--- src/hdl/bcfrf_pkg.sv ---
// Shared types and constants of the fold range finder.
package bcfrf_pkg;

    localparam int STACK_DEPTH = 32;
    localparam int LINE_BITS   = 16;
    localparam int OUT_LINE_W  = 16;
    localparam int QUEUE_DEPTH = 4;

    localparam int STACK_IDX_W = $clog2(STACK_DEPTH);
    localparam int STACK_CNT_W = $clog2(STACK_DEPTH + 1);
    localparam int QUEUE_IDX_W = $clog2(QUEUE_DEPTH);
    localparam int QUEUE_CNT_W = $clog2(QUEUE_DEPTH + 1);

    localparam logic [LINE_BITS-1:0] LINE_MAX = '1;

    localparam logic [7:0] CH_NEWLINE = 8'h0A;
    localparam logic [7:0] CH_SLASH   = 8'h2F;
    localparam logic [7:0] CH_STAR    = 8'h2A;
    localparam logic [7:0] CH_LBRACE  = 8'h7B;
    localparam logic [7:0] CH_RBRACE  = 8'h7D;

    typedef enum logic [1:0] {
        OP_NONE,
        OP_PUSH,
        OP_POP_COMMENT,
        OP_POP_BRACE
    } t_op;

    typedef struct packed {
        logic [7:0] text_byte;
        logic       text_start;
    } t_in_item;

    typedef struct packed {
        logic [OUT_LINE_W-1:0] start_line;
        logic [OUT_LINE_W-1:0] end_line;
        logic                  comment_range;
        logic                  overflowed;
    } t_out_item;

    // One stack operation handed from the classifier to the stack engine.
    typedef struct packed {
        t_op                  op;
        logic                 clear;
        logic [LINE_BITS-1:0] line;
    } t_stack_op;

    function automatic logic [OUT_LINE_W-1:0] to_out_line(input logic [LINE_BITS-1:0] line);
        return OUT_LINE_W'(line);
    endfunction

endpackage

--- src/hdl/brace_comment_fold_range_finder_core.sv ---
// Top level of the fold range finder: classifier, operation queue, stack engine.
//
// Usage: source text enters one byte per transaction on the input channel
// (i_in_valid, o_in_ready, i_in_data). Set text_start on the first byte of a
// new text; all line, comment and stack state is cleared before that byte.
// Each closed block comment, and each brace pair that spans lines, yields one
// transaction on the output channel (o_out_valid, i_out_ready, o_out_data)
// with the opening line, the closing line, the kind of range and the sticky
// overflow flag of the current text.
// Throughput is one byte per cycle while o_in_ready is high. The classifier
// handles a byte in the cycle it is accepted; stack work is a single push
// or pop per cycle in the stack engine, whose memory read for a pop is
// registered. A closing byte's operation goes through the queue, the pop
// read stage and the output register before o_out_valid rises.
// When the receiver stalls, the output register holds its transaction and
// the stack engine stops; the four-entry operation queue keeps absorbing
// bytes until it is full, then o_in_ready drops. Bytes that cause no stack
// work and start no text never enter the queue.
// Reset (synchronous, active low) empties the queue and the stack and clears
// the line counter, comment mode and overflow flag. The stack memory itself
// is not cleared; only entries written since the text start are read.
module brace_comment_fold_range_finder_core (
    input  logic                 i_clk,
    input  logic                 i_rst_n,
    input  logic                 i_in_valid,
    output logic                 o_in_ready,
    input  bcfrf_pkg::t_in_item  i_in_data,
    output logic                 o_out_valid,
    input  logic                 i_out_ready,
    output bcfrf_pkg::t_out_item o_out_data
);

    // Operations leaving the classifier.
    logic                 front_valid;
    logic                 front_ready;
    bcfrf_pkg::t_stack_op front_op;

    // Operations leaving the queue toward the stack engine.
    logic                 back_valid;
    logic                 back_ready;
    bcfrf_pkg::t_stack_op back_op;

    bcfrf_front u_front (
        .i_clk      (i_clk),
        .i_rst_n    (i_rst_n),
        .i_valid    (i_in_valid),
        .o_ready    (o_in_ready),
        .i_data     (i_in_data),
        .o_op_valid (front_valid),
        .i_op_ready (front_ready),
        .o_op       (front_op)
    );

    bcfrf_queue u_queue (
        .i_clk   (i_clk),
        .i_rst_n (i_rst_n),
        .i_valid (front_valid),
        .o_ready (front_ready),
        .i_data  (front_op),
        .o_valid (back_valid),
        .i_ready (back_ready),
        .o_data  (back_op)
    );

    bcfrf_back u_back (
        .i_clk      (i_clk),
        .i_rst_n    (i_rst_n),
        .i_op_valid (back_valid),
        .o_op_ready (back_ready),
        .i_op       (back_op),
        .o_valid    (o_out_valid),
        .i_ready    (i_out_ready),
        .o_data     (o_out_data)
    );

endmodule

--- src/hdl/bcfrf_front.sv ---
// Character classifier: tracks lines, comment mode and pending characters.
module bcfrf_front (
    input  logic                  i_clk,
    input  logic                  i_rst_n,
    input  logic                  i_valid,
    output logic                  o_ready,
    input  bcfrf_pkg::t_in_item   i_data,
    output logic                  o_op_valid,
    input  logic                  i_op_ready,
    output bcfrf_pkg::t_stack_op  o_op
);

    logic [bcfrf_pkg::LINE_BITS-1:0] r_line, n_line, cur_line;
    logic r_in_comment, n_in_comment, cur_in_comment;
    logic r_slash, n_slash, cur_slash;
    logic r_star, n_star, cur_star;
    bcfrf_pkg::t_op op;
    logic accept;

    always_comb begin
        // A text start clears all state before the byte is looked at.
        cur_line       = i_data.text_start ? '0 : r_line;
        cur_in_comment = i_data.text_start ? 1'b0 : r_in_comment;
        cur_slash      = i_data.text_start ? 1'b0 : r_slash;
        cur_star       = i_data.text_start ? 1'b0 : r_star;

        n_line       = cur_line;
        n_in_comment = cur_in_comment;
        n_slash      = 1'b0;
        n_star       = 1'b0;
        op           = bcfrf_pkg::OP_NONE;

        if (cur_slash && i_data.text_byte == bcfrf_pkg::CH_STAR) begin
            op           = bcfrf_pkg::OP_PUSH;
            n_in_comment = 1'b1;
        end else if (cur_star && cur_in_comment && i_data.text_byte == bcfrf_pkg::CH_SLASH) begin
            op           = bcfrf_pkg::OP_POP_COMMENT;
            n_in_comment = 1'b0;
        end else begin
            case (i_data.text_byte)
                bcfrf_pkg::CH_NEWLINE: begin
                    if (cur_line != bcfrf_pkg::LINE_MAX) begin
                        n_line = cur_line + 1'b1;
                    end
                end
                bcfrf_pkg::CH_SLASH:  n_slash = 1'b1;
                bcfrf_pkg::CH_STAR:   n_star  = cur_in_comment;
                bcfrf_pkg::CH_LBRACE: begin
                    if (!cur_in_comment) begin
                        op = bcfrf_pkg::OP_PUSH;
                    end
                end
                bcfrf_pkg::CH_RBRACE: begin
                    if (!cur_in_comment) begin
                        op = bcfrf_pkg::OP_POP_BRACE;
                    end
                end
                default: ;
            endcase
        end
    end

    assign o_ready    = i_op_ready;
    assign accept     = i_valid && i_op_ready;
    // A text start always reaches the stack engine so that it clears too.
    assign o_op_valid = i_valid && (op != bcfrf_pkg::OP_NONE || i_data.text_start);
    assign o_op.op    = op;
    assign o_op.clear = i_data.text_start;
    assign o_op.line  = cur_line;

    always_ff @(posedge i_clk) begin
        if (!i_rst_n) begin
            r_line       <= '0;
            r_in_comment <= 1'b0;
            r_slash      <= 1'b0;
            r_star       <= 1'b0;
        end else if (accept) begin
            r_line       <= n_line;
            r_in_comment <= n_in_comment;
            r_slash      <= n_slash;
            r_star       <= n_star;
        end
    end

endmodule

--- src/hdl/bcfrf_queue.sv ---
// Small queue of stack operations between the classifier and the stack engine.
module bcfrf_queue (
    input  logic                 i_clk,
    input  logic                 i_rst_n,
    input  logic                 i_valid,
    output logic                 o_ready,
    input  bcfrf_pkg::t_stack_op i_data,
    output logic                 o_valid,
    input  logic                 i_ready,
    output bcfrf_pkg::t_stack_op o_data
);

    bcfrf_pkg::t_stack_op r_mem [bcfrf_pkg::QUEUE_DEPTH];
    logic [bcfrf_pkg::QUEUE_IDX_W-1:0] r_wp, r_rp;
    logic [bcfrf_pkg::QUEUE_CNT_W-1:0] r_cnt;
    logic push, pop;

    assign o_ready = r_cnt != bcfrf_pkg::QUEUE_CNT_W'(bcfrf_pkg::QUEUE_DEPTH);
    assign o_valid = r_cnt != '0;
    assign o_data  = r_mem[r_rp];
    assign push    = i_valid && o_ready;
    assign pop     = o_valid && i_ready;

    always_ff @(posedge i_clk) begin
        if (push) begin
            r_mem[r_wp] <= i_data;
        end
    end

    always_ff @(posedge i_clk) begin
        if (!i_rst_n) begin
            r_wp  <= '0;
            r_rp  <= '0;
            r_cnt <= '0;
        end else begin
            if (push) begin
                r_wp <= (r_wp == bcfrf_pkg::QUEUE_IDX_W'(bcfrf_pkg::QUEUE_DEPTH - 1))
                        ? '0 : r_wp + 1'b1;
            end
            if (pop) begin
                r_rp <= (r_rp == bcfrf_pkg::QUEUE_IDX_W'(bcfrf_pkg::QUEUE_DEPTH - 1))
                        ? '0 : r_rp + 1'b1;
            end
            case ({push, pop})
                2'b10:   r_cnt <= r_cnt + 1'b1;
                2'b01:   r_cnt <= r_cnt - 1'b1;
                default: r_cnt <= r_cnt;
            endcase
        end
    end

endmodule

--- src/hdl/bcfrf_back.sv ---
// Stack engine: line stack in memory, pop read stage and output register.
module bcfrf_back (
    input  logic                 i_clk,
    input  logic                 i_rst_n,
    input  logic                 i_op_valid,
    output logic                 o_op_ready,
    input  bcfrf_pkg::t_stack_op i_op,
    output logic                 o_valid,
    input  logic                 i_ready,
    output bcfrf_pkg::t_out_item o_data
);

    logic [bcfrf_pkg::LINE_BITS-1:0] r_stack [bcfrf_pkg::STACK_DEPTH];
    logic [bcfrf_pkg::LINE_BITS-1:0] r_rd_line;
    logic [bcfrf_pkg::STACK_CNT_W-1:0] r_cnt, n_cnt, cur_cnt, cnt_dec;
    logic r_ovf, n_ovf, cur_ovf;

    logic                            r_b_valid;
    logic                            r_b_comment;
    logic                            r_b_ovf;
    logic [bcfrf_pkg::LINE_BITS-1:0] r_b_end;

    logic                 r_o_valid;
    bcfrf_pkg::t_out_item r_o_data;

    logic free, a_adv, do_push, do_pop, emit;

    // Every stage moves together whenever the output register can take a value.
    assign free       = !r_o_valid || i_ready;
    assign o_op_ready = free;
    assign a_adv      = i_op_valid && free;

    assign cur_cnt = i_op.clear ? '0 : r_cnt;
    assign cur_ovf = i_op.clear ? 1'b0 : r_ovf;
    assign cnt_dec = cur_cnt - 1'b1;
    assign do_push = a_adv && i_op.op == bcfrf_pkg::OP_PUSH
                     && cur_cnt != bcfrf_pkg::STACK_CNT_W'(bcfrf_pkg::STACK_DEPTH);
    assign do_pop  = a_adv && (i_op.op == bcfrf_pkg::OP_POP_COMMENT
                     || i_op.op == bcfrf_pkg::OP_POP_BRACE) && cur_cnt != '0;

    always_comb begin
        n_cnt = cur_cnt;
        n_ovf = cur_ovf;
        if (do_push) begin
            n_cnt = cur_cnt + 1'b1;
        end else if (do_pop) begin
            n_cnt = cnt_dec;
        end else if (i_op.op == bcfrf_pkg::OP_PUSH) begin
            n_ovf = 1'b1;
        end
    end

    always_ff @(posedge i_clk) begin
        if (do_push) begin
            r_stack[cur_cnt[bcfrf_pkg::STACK_IDX_W-1:0]] <= i_op.line;
        end
        if (do_pop) begin
            r_rd_line <= r_stack[cnt_dec[bcfrf_pkg::STACK_IDX_W-1:0]];
        end
    end

    always_ff @(posedge i_clk) begin
        if (a_adv) begin
            r_b_comment <= i_op.op == bcfrf_pkg::OP_POP_COMMENT;
            r_b_ovf     <= n_ovf;
            r_b_end     <= i_op.line;
        end
    end

    // A brace range counts only when it spans lines; a comment range always does.
    assign emit = r_b_valid && (r_b_comment || r_b_end > r_rd_line);

    always_ff @(posedge i_clk) begin
        if (free && emit) begin
            r_o_data.start_line    <= bcfrf_pkg::to_out_line(r_rd_line);
            r_o_data.end_line      <= bcfrf_pkg::to_out_line(r_b_end);
            r_o_data.comment_range <= r_b_comment;
            r_o_data.overflowed    <= r_b_ovf;
        end
    end

    always_ff @(posedge i_clk) begin
        if (!i_rst_n) begin
            r_cnt     <= '0;
            r_ovf     <= 1'b0;
            r_b_valid <= 1'b0;
            r_o_valid <= 1'b0;
        end else if (free) begin
            if (a_adv) begin
                r_cnt <= n_cnt;
                r_ovf <= n_ovf;
            end
            r_b_valid <= do_pop;
            r_o_valid <= emit;
        end
    end

    assign o_valid = r_o_valid;
    assign o_data  = r_o_data;

    a_cnt_bound: assert property (@(posedge i_clk) disable iff (!i_rst_n)
        r_cnt <= bcfrf_pkg::STACK_CNT_W'(bcfrf_pkg::STACK_DEPTH))
        else $error("stack count above depth");

    a_push_grows: assert property (@(posedge i_clk) disable iff (!i_rst_n)
        (do_push && !i_op.clear) |=> (r_cnt == $past(r_cnt) + 1'b1))
        else $error("push did not grow the stack");

    a_ovf_sticky: assert property (@(posedge i_clk) disable iff (!i_rst_n)
        (r_ovf && !(a_adv && i_op.clear)) |=> r_ovf)
        else $error("overflow flag dropped without text start");

    a_pop_feeds_out: assert property (@(posedge i_clk) disable iff (!i_rst_n)
        (r_b_valid && r_b_comment && free) |=> o_valid)
        else $error("comment close lost");

endmodule

--- config.mk ---
export PLATFORM = sky130hd
export DESIGN_NAME = brace_comment_fold_range_finder_core
export DESIGN_NICKNAME = d
export VERILOG_FILES = /design/src/hdl/bcfrf_pkg.sv /design/src/hdl/brace_comment_fold_range_finder_core.sv /design/src/hdl/bcfrf_front.sv /design/src/hdl/bcfrf_queue.sv /design/src/hdl/bcfrf_back.sv
export SDC_FILE = /design/constraint.sdc
export NUM_CORES = 1
export LEC_CHECK = 0
export BUFFER_PORTS_ARGS = -buffer_cell sky130_fd_sc_hd__buf_4
export CAP_MARGIN = 10
export CORE_MARGIN = 3
export CORE_UTILIZATION = 37
export DETAILED_ROUTE_END_ITERATION = 8
export SETUP_SLACK_MARGIN = 0.02
export SYNTH_ARGS = -nofsm -noshare
export SYNTH_HDL_FRONTEND = slang
export SYNTH_SLANG_ARGS = --single-unit
--- constraint.sdc ---
create_clock -name i_clk -period 6.6 [get_ports i_clk]
set_input_delay 0.99 -clock i_clk [delete_from_list [all_inputs] [get_ports i_clk]]
set_output_delay 0.99 -clock i_clk [all_outputs]
set_load 0.1 [all_outputs]
==> flow_summary.yaml, run 1 <==
placed_design:
  dpl.hpwl_mm: 39.2
  port_buffers: 48
  gp_congestion: 0.817
logic_synthesis:
  syn_area_per_cell_um2: 15.6
  syn_nets: 1837
  synth_edf_count: 656
  syn-instance-count: 1796
  ys_seq_area_share_pct: 72.9
  synthesis.area_um2: 28100
  synth_seq_cells: 693
  ys_warn_count: 0
  synth_flop_cell: "edfxtp_1"
  yosysUniqueCellTypes: 67
  synth_async_sr_flop_share_pct: 0
min_path:
  hp-class: "flop to flop"
  min_delay_path_depth: 0
  hold-path-endpoint: "u_back.o_data[0]"
  worstHoldStart: "u_back.r_b_ovf"
power_and_ir_drop:
  p_per_area_nw_per_um2: 404
  p_int_mw: 8.64
  ir_worst_vdd_v: 0.000218
  p_seq_share_pct: 43.5
  power_frac_comb_pct: 26.7
  p_sw_mw: 4.23
  clock_power_share_pct: 29.8
  swShare_pct: 32.9
  p_leak_nw: 10.7
worst_setup_path:
  arrival_ps: 5330
  crit_required_ps: 6930
  cpMostUsedCell: "a211oi_1"
  crit_chain: "buf_4, mux4_2, nor2b_2, ha_4, buf_4, nor2b_1, a211oi_1, a211oi_1, a211oi_1, nor4_1"
  cpPeakStageDelay_ps: 970
  critPathLaunchType: "flop"
  critical_path_class: "flop to flop"
  endpoint_kind: "flop"
  rr_endpoint: "u_back.r_rd_line[4]"
  crit_fanout: 61
  cp_num_buf_inv: 2
  cpMaxStageDelayCell: "a211oi_1"
  rrSetupSlack_ps: 1590
  r2r_cells: 10
  crit_family: "compound AO/OA/AOI/OAI gates"
cts:
  clkLatencyLatePin_ps: 610
  path_clk_slew_ps: 60
  cts_tree: "built"
  cts-buffers-inserted: 74
  cts-resized-gates: 0
  htreeDepth: 3
  postCtsSetupBuffers: 0
  clock_path_buffers: 3
  cts.sinks: 693
  root_buffer: "clkbuf_16"
  hold_buffers: 0
grt:
  overflow: 0
  grt_pass1_vias: 15003
  grt_max_degree: 155
  grt_pass1_wl_mm: 99.0
  antenna_found_initial: 2
  track_usage_pct: 16.8
floorplan:
  die-area_um2: 79200
  die_w_um: 281
  initial_core_util_pct: 37.5
  io_pins: 49
  coreArea_um2: 74800
  die_h_um: 281
  rows: 100
layout:
  final_layout_size_suffix_gt1_share_pct: 12.0
  layout_common_cells: "edfxtp_1, a211oi_1, nor2b_1, mux2i_1"
  area_growth_pct: 13.5
  final_nets: 1892
  layout_commonest_cell: "edfxtp_1"
  diodes: 0
timing:
  fmax_ghz: 0.200
  hold_viol_final: 0
  setup_viol: 0
  fin_crit_sh_pct: 75.9
  tightest_slew_ps: 1140
  hold_ws_ps: 427
  fin_crit_ps: 5010
  fin_tns_setup_ps: 0
  max_slew_margin_pct: 23.6
  finalMaxSlewViolations: 0
  fin_skew_ps: 22.9
  rsz0062_at_grt: "false"
routing:
  ant_nets: 0
  drtIter0Drc: 1379
  vias_per_cell: 5.43
  drc: 0
  num_vias: 15627
  first_pass_iters: 5
  avgRoutedWirePerCell_um: 23.0
  drt-total-wl_mm: 66.3
status:
  outcome: "completed"
run:
  cap_viol_max_count: 0
-- Yosys cell counts, types with 2 or more instances --
library cell	n	share of area [%]
buf_1	4	0.054
nand3_1	17	0.30
nor3_1	10	0.18
nor3b_1	7	0.19
mux4_2	19	1.5
and3_1	2	0.045
clkbuf_1	83	1.1
xnor2_1	2	0.062
o21ai_0	10	0.18
a211oi_1	256	6.9
buf_2	22	0.39
or3b_2	2	0.062
nand2_1	53	0.71
edfxtp_1	656	70
mux2_2	2	0.080
o211ai_1	2	0.054
a21boi_0	2	0.054
ha_1	27	1.2
nor2_1	67	0.90
and2_1	7	0.16
and4_1	2	0.062
o31ai_1	3	0.080
mux2i_1	131	4.7
or3_1	3	0.067
nor2b_1	149	3.3
nand4_1	11	0.25
a21oi_1	86	1.5
nor4b_1	2	0.062
a31oi_1	3	0.067
buf_6	3	0.12
dfxtp_1	37	2.6
nor4_1	26	0.58
nand3b_1	2	0.054
inv_1	32	0.43
a221oi_1	2	0.062
a21o_1	10	0.27
xor2_1	14	0.44
-- layer usage --
layer  vias up  routed length (µm)  GRT usage, %
li1       7204                   -             -
met1      7909               28600          22.7
met2       412               32600          27.9
met3       102                3570          3.01
met4         0                1540          4.77
met5         -                   0             0
-- metrics by stage --
step                      instances  power (mW)  worst slack [ps]  instance area, µm²  util [%]
after detailed placement       2743        9.16              1500               29600      39.5
final                          2880        12.9              1590               31800      42.6
after CTS                      2879        13.0              1510               31800      42.5
after global routing           2880        13.4              1170               31800      42.6
after global placement         2743        9.10              1590               29600      39.5
after floorplan                1796        7.96              2710               28100         -
-- kinds of logic after synthesis --
kind of cell	share of synthesized area, %
DFF	72.9
and+or+nand+nor	7.31
adders and majority gates	1.28
AOI/OAI and AO/OA	9.64
xor gates and xnor gates	0.500
muxes	6.28
buffers and inverters	2.15
-- registers in the layout, indices dropped and copies added (netlist names), 2 cells and up, named ones only --
register / cells
u_back.r_stack: 512
u_queue.r_mem: 76
u_back.o_data: 34
u_back.r_b_end: 16
u_back.r_rd_line: 16
u_front.r_line: 16
u_back.r_cnt: 6
u_queue.r_cnt: 3
u_queue.r_rp: 2
u_queue.r_wp: 2
-- worst register-to-register path, stage by stage, from the launching register on --
cell	delay (ps)
dfxtp_1	300
buf_4	350
mux4_2	740
nor2b_2	380
ha_4	780
buf_4	670
nor2b_1	150
a211oi_1	210
a211oi_1	100
a211oi_1	970
nor4_1	100
-- final cells by class --
type	count	area [µm²]
Fill cell	6590	43000
Sequential cell	693	20400
Multi-Input combinational cell	957	7060
Clock buffer	97	1990
Tap cell	969	1210
Timing Repair Buffer	92	766
Clock inverter	39	239
Inverter	33	131
-- power groups by stage --
stage / sequential (mW) / combinational, mW / clock [mW]
after global placement: 5.69 / 3.41 / 0
after CTS: 5.61 / 3.47 / 3.90
after detailed placement: 5.70 / 3.46 / 0
after floorplan: 5.70 / 2.26 / 0
after global routing: 5.62 / 3.73 / 4.08
final: 5.60 / 3.44 / 3.83
-- how the worst max path moves through the flow --
stage | startpoint | cells past startpoint | end
after floorplan | u_queue.r_mem[3][16] | 13 | u_back.r_stack[12][0]
after global placement | flop | 11 | u_back.r_rd_line[14]
after detailed placement | flop | 10 | u_back.r_rd_line[4]
after CTS | flop | 10 | u_back.r_rd_line[4]
after global routing | flop | 10 | u_back.r_rd_line[4]
final | flop | 10 | u_back.r_rd_line[4]
Power figures use the tool's default switching activity.
==> run 2: changes to the inputs <==
==> constraint.sdc (replaced) <==
create_clock -name i_clk -period 4.1 [get_ports i_clk]
set_input_delay 0.615 -clock i_clk [delete_from_list [all_inputs] [get_ports i_clk]]
set_output_delay 0.615 -clock i_clk [all_outputs]
set_load 0.1 [all_outputs]
==> flow_summary.yaml, run 2 (synthesis gave the netlist of run 1 again) <==
routing:
  num_vias: 15604
  ant_nets: 0
  avgRoutedWirePerCell_um: 22.3
  first_pass_iters: 5
  drtIter0Drc: 1535
  drt-total-wl_mm: 65.1
  vias_per_cell: 5.35
  drc: 0
layout:
  final_layout_size_suffix_gt1_share_pct: 14.0
  layout_commonest_cell: "edfxtp_1"
  layout_common_cells: "edfxtp_1, a211oi_1, nor2b_1, mux2i_1, buf_4"
  fin_util_pct: 43.1
  stdcell_count: 2919
  final_area_um2: 32300
  largest_register_ffs: 512
  final_nets: 1929
  area_growth_pct: 15.0
placed_design:
  place_area_um2: 29900
  dpl.hpwl_mm: 41.0
  port_buffers: 48
  placed_cells: 2780
  gp_congestion: 0.819
power_and_ir_drop:
  p_per_area_nw_per_um2: 654
  ir_worst_vdd_v: 0.000512
  p_leak_nw: 11.0
timing:
  fin_tns_setup_ps: 0
  tightest_slew_ps: 1080
  finalMaxSlewViolations: 0
  fin_crit_ps: 3730
  fmax_ghz: 0.268
  hold_viol_final: 0
  setup_viol: 0
  fin_crit_sh_pct: 90.9
  fin_skew_ps: 38.6
  hold_ws_ps: 339
  max_slew_margin_pct: 28.0
  rsz0062_at_grt: "false"
grt:
  grt_max_degree: 194
  grt_pass1_vias: 15251
  overflow: 0
  track_usage_pct: 16.5
  grt_pass1_wl_mm: 97.5
  antenna_found_initial: 1
status:
  outcome: "completed"
cts:
  htreeDepth: 3
  clock_path_buffers: 3
  root_buffer: "clkbuf_16"
  cts-buffers-inserted: 72
  cts.sinks: 693
  cts_tree: "built"
  postCtsSetupBuffers: 0
  path_clk_slew_ps: 60
  clkLatencyLatePin_ps: 620
floorplan:
  coreArea_um2: 74800
  initial_core_util_pct: 37.5
  die_w_um: 281
  rows: 100
  die_h_um: 281
  io_pins: 49
  die-area_um2: 79200
min_path:
  hp-class: "input port to flop"
worst_setup_path:
  arrival_ps: 4150
  endpoint_kind: "flop"
  crit_required_ps: 4520
  critPathLaunchType: "flop"
  crit_fanout: 35
  critical_path_class: "flop to flop"
run:
  cap_viol_max_count: 0
run 2: cell types whose count changed in the layout (fill, tap and decap cells not counted), sizes merged, moves of 2 or more:
cell    change
clkbuf      -7
bufinv      +3
clkinv      +2
diode       +4
buf        +39
run 2: final timing paths:
path | from | to | slack (ps) | cells past startpoint
setup / recovery | flop | u_back.r_rd_line[7] | 370 | 10
hold / removal | i_rst_n | u_front.r_line[12] | 340 | 2
setup reg to reg | flop | u_back.r_rd_line[7] | 370 | 10
hold reg to reg | u_back.r_b_ovf | u_back.o_data[0] | 450 | 0
run 2: power breakdown:
group | leakage, nW | switching [mW] | internal (mW)
Sequential | 6.32 | 0.204 | 8.81
Combinational | 3.51 | 3.94 | 1.81
Clock | 1.14 | 2.70 | 3.63
run 2: repair_timing:
action,4_1_cts,5_1_grt
setup endpoints to repair,0,2
endpoints found under the hold margin,0,0
gates resized for setup,0,2
hold buffers,0,0
run 2: final cells by class:
type	instances	area, µm²
inverters	33	131
clock inverters	42	384
well taps	969	1210
repair buffers	131	1100
multi-input cells	957	7070
flip-flops and latches	693	20400
fillers	6578	42500
clock buffers	90	1930
diodes	4	10.0
run 2: layer usage:
layer,routed length [µm],up-vias,global-route usage [%]
met5,0,-,0
li1,-,7269,-
met1,27700,7895,21.5
met2,32300,359,27.9
met3,3720,81,3.50
met4,1370,0,4.68
run 2: through the flow:
| step | setup WS [ps] | power [mW] |
|---|---|---|
| after floorplan | 212 | 12.8 |
| after global placement | 235 | 14.9 |
| after detailed placement | 214 | 15.0 |
| after CTS | 176 | 21.3 |
| after global routing | 110 | 22.1 |
| final | 372 | 21.1 |
run 2: critical path, cell delays in order (launching register included):
cell and delay [ps]:
dfxtp_1 350, buf_4 360, mux2_2 460, nand2_1 180, ha_1 220, buf_4 210, nand2_1 80, a32o_4 490
a211oi_1 630, a211oi_1 250, nor4_1 280
==> run 3: changes to the inputs <==
--- a/config.mk
+++ b/config.mk
@@ -7,6 +7,7 @@
 export LEC_CHECK = 0
 export BUFFER_PORTS_ARGS = -buffer_cell sky130_fd_sc_hd__buf_4
 export CAP_MARGIN = 10
+export CORE_ASPECT_RATIO = 0.5
 export CORE_MARGIN = 3
 export CORE_UTILIZATION = 37
 export DETAILED_ROUTE_END_ITERATION = 8
==> flow_summary.yaml, run 3 (synthesis gave the netlist of run 1 again) <==
power_and_ir_drop:
  swShare_pct: 32.9
  power_frac_comb_pct: 28.6
  p_sw_mw: 7.00
  ir_worst_vdd_v: 0.000371
  p_per_area_nw_per_um2: 658
  p_leak_nw: 11.0
  p_seq_share_pct: 42.2
  power_mw: 21.3
  clock_power_share_pct: 29.2
  p_int_mw: 14.3
cts:
  clock_path_buffers: 3
  clkLatencyLatePin_ps: 610
  htreeDepth: 3
  cts_tree: "built"
  cts-buffers-inserted: 67
  path_clk_slew_ps: 70
  root_buffer: "clkbuf_16"
  cts.sinks: 693
timing:
  tightest_slew_ps: 1080
  fin_crit_ps: 3900
  fin_tns_setup_ps: 0
  finalMaxSlewViolations: 0
  fin_crit_sh_pct: 95.1
  fin_skew_ps: 24.6
  fmax_ghz: 0.256
  max_slew_margin_pct: 27.7
  rsz0062_at_grt: "false"
  setup_viol: 0
  hold_viol_final: 0
status:
  outcome: "completed"
layout:
  fill_cells: 6574
  final_area_um2: 32300
  layout_common_cells: "edfxtp_1, a211oi_1, nor2b_1, buf_4, mux2i_1"
  final_layout_size_suffix_gt1_share_pct: 14.8
  stdcell_count: 2963
  fin_util_pct: 43.6
  largest_register_ffs: 512
  layout_commonest_cell: "edfxtp_1"
  final_nets: 1942
  area_growth_pct: 15.3
placed_design:
  gp_congestion: 0.813
  dpl.hpwl_mm: 40.3
  placed_cells: 2840
  port_buffers: 48
  place_area_um2: 30100
grt:
  grt_max_degree: 173
  overflow: 0
  antenna_found_initial: 1
  track_usage_pct: 16.4
  grt_pass1_vias: 15409
  grt_pass1_wl_mm: 98.3
routing:
  first_pass_iters: 6
  ant_nets: 0
  drc: 0
  drt-total-wl_mm: 65.4
  avgRoutedWirePerCell_um: 22.1
  drtIter0Drc: 1565
  vias_per_cell: 5.31
  num_vias: 15722
min_path:
  hp-class: "input port to flop"
  min_delay_path_depth: 2
worst_setup_path:
  r2r_cells: 11
  critPathLaunchType: "flop"
  crit_fanout: 26
  crit_required_ps: 4410
  critical_path_class: "flop to flop"
  rrSetupSlack_ps: 200
  endpoint_kind: "flop"
  arrival_ps: 4210
floorplan:
  coreArea_um2: 74100
  initial_core_util_pct: 37.9
  die-area_um2: 79400
  rows: 70
  die_w_um: 395
  die_h_um: 201
  io_pins: 49
run:
  cap_viol_max_count: 0
-- run 3: cell types whose count changed in the layout (fill, tap and decap cells not counted), moves of 3 or more --
cell,change
clkbuf_16,-4
clkinvlp_4,+4
diode_2,-3
clkinv_1,-10
clkbuf_1,+4
bufinv_16,+4
clkbuf_8,-6
inv_6,+4
a211oi_2,+3
a211oi_1,-3
buf_4,+17
-- run 3: path summary, 6_finish.rpt --
check	startpoint	to
worst max-delay path	u_queue.r_mem[0][16]	u_back.r_rd_line[13]
worst min-delay path	i_rst_n	u_front.r_line[12]
worst max register to register	u_queue.r_mem[0][16]	u_back.r_rd_line[13]
worst min register to register	u_back.r_b_ovf	u_back.o_data[0]
-- run 3: cell type report --
type / count / area (µm²) / share of cell area, %
flip-flops and latches: 693 / 20400 / 63.2
multi-input cells: 957 / 7080 / 21.9
clock buffers: 84 / 1760 / 5.45
well taps: 1008 / 1260 / 3.90
repair buffers: 149 / 1240 / 3.85
clock inverters: 38 / 420 / 1.30
inverters: 33 / 131 / 0.406
diodes: 1 / 2.50 / 0.00774
-- run 3: metal layers --
layer	vias to the layer above	routed length (µm)	global-route usage, %
li1	7267	-	-
met5	-	0	0
met2	424	29700	25.2
met3	91	4220	3.74
met1	7940	30300	23.7
met4	0	1240	3.61
-- run 3: through the flow --
step	hold WS [ps]	setup WS [ps]
floorplan	400	212
global placement	408	62.8
detailed placement	411	94.0
CTS	308	67.5
global route	318	31.6
finish	343	200
-- run 3: power by group through the flow --
stage	Clock, mW	Sequential [mW]	Combinational, mW
2_1_floorplan	0	9.17	3.64
5_1_grt	6.60	9.02	6.59
6_report	6.21	9.00	6.09
3_5_place_dp	0	9.15	6.05
4_1_cts	6.32	9.00	6.07
3_3_place_gp	0	9.15	5.98
-- run 3: what timing repair did --
| item | 4_1_cts | 5_1_grt |
|---|---|---|
| setup endpoints to repair | 0 | 4 |
| hold buffers | 0 | 0 |
| gates resized for setup | 0 | 5 |
| setup buffers | 0 | 0 |
-- run 3: worst max-delay path: stages (launching register included) --
cell and delay, ps:
edfxtp_1 400, mux4_2 500, nor2b_2 260, buf_4 180, ha_4 450, buf_12 260
buf_4 290, nor2b_1 80, a211oi_1 190, a211oi_1 80, a211oi_1 730, nor4_1 160
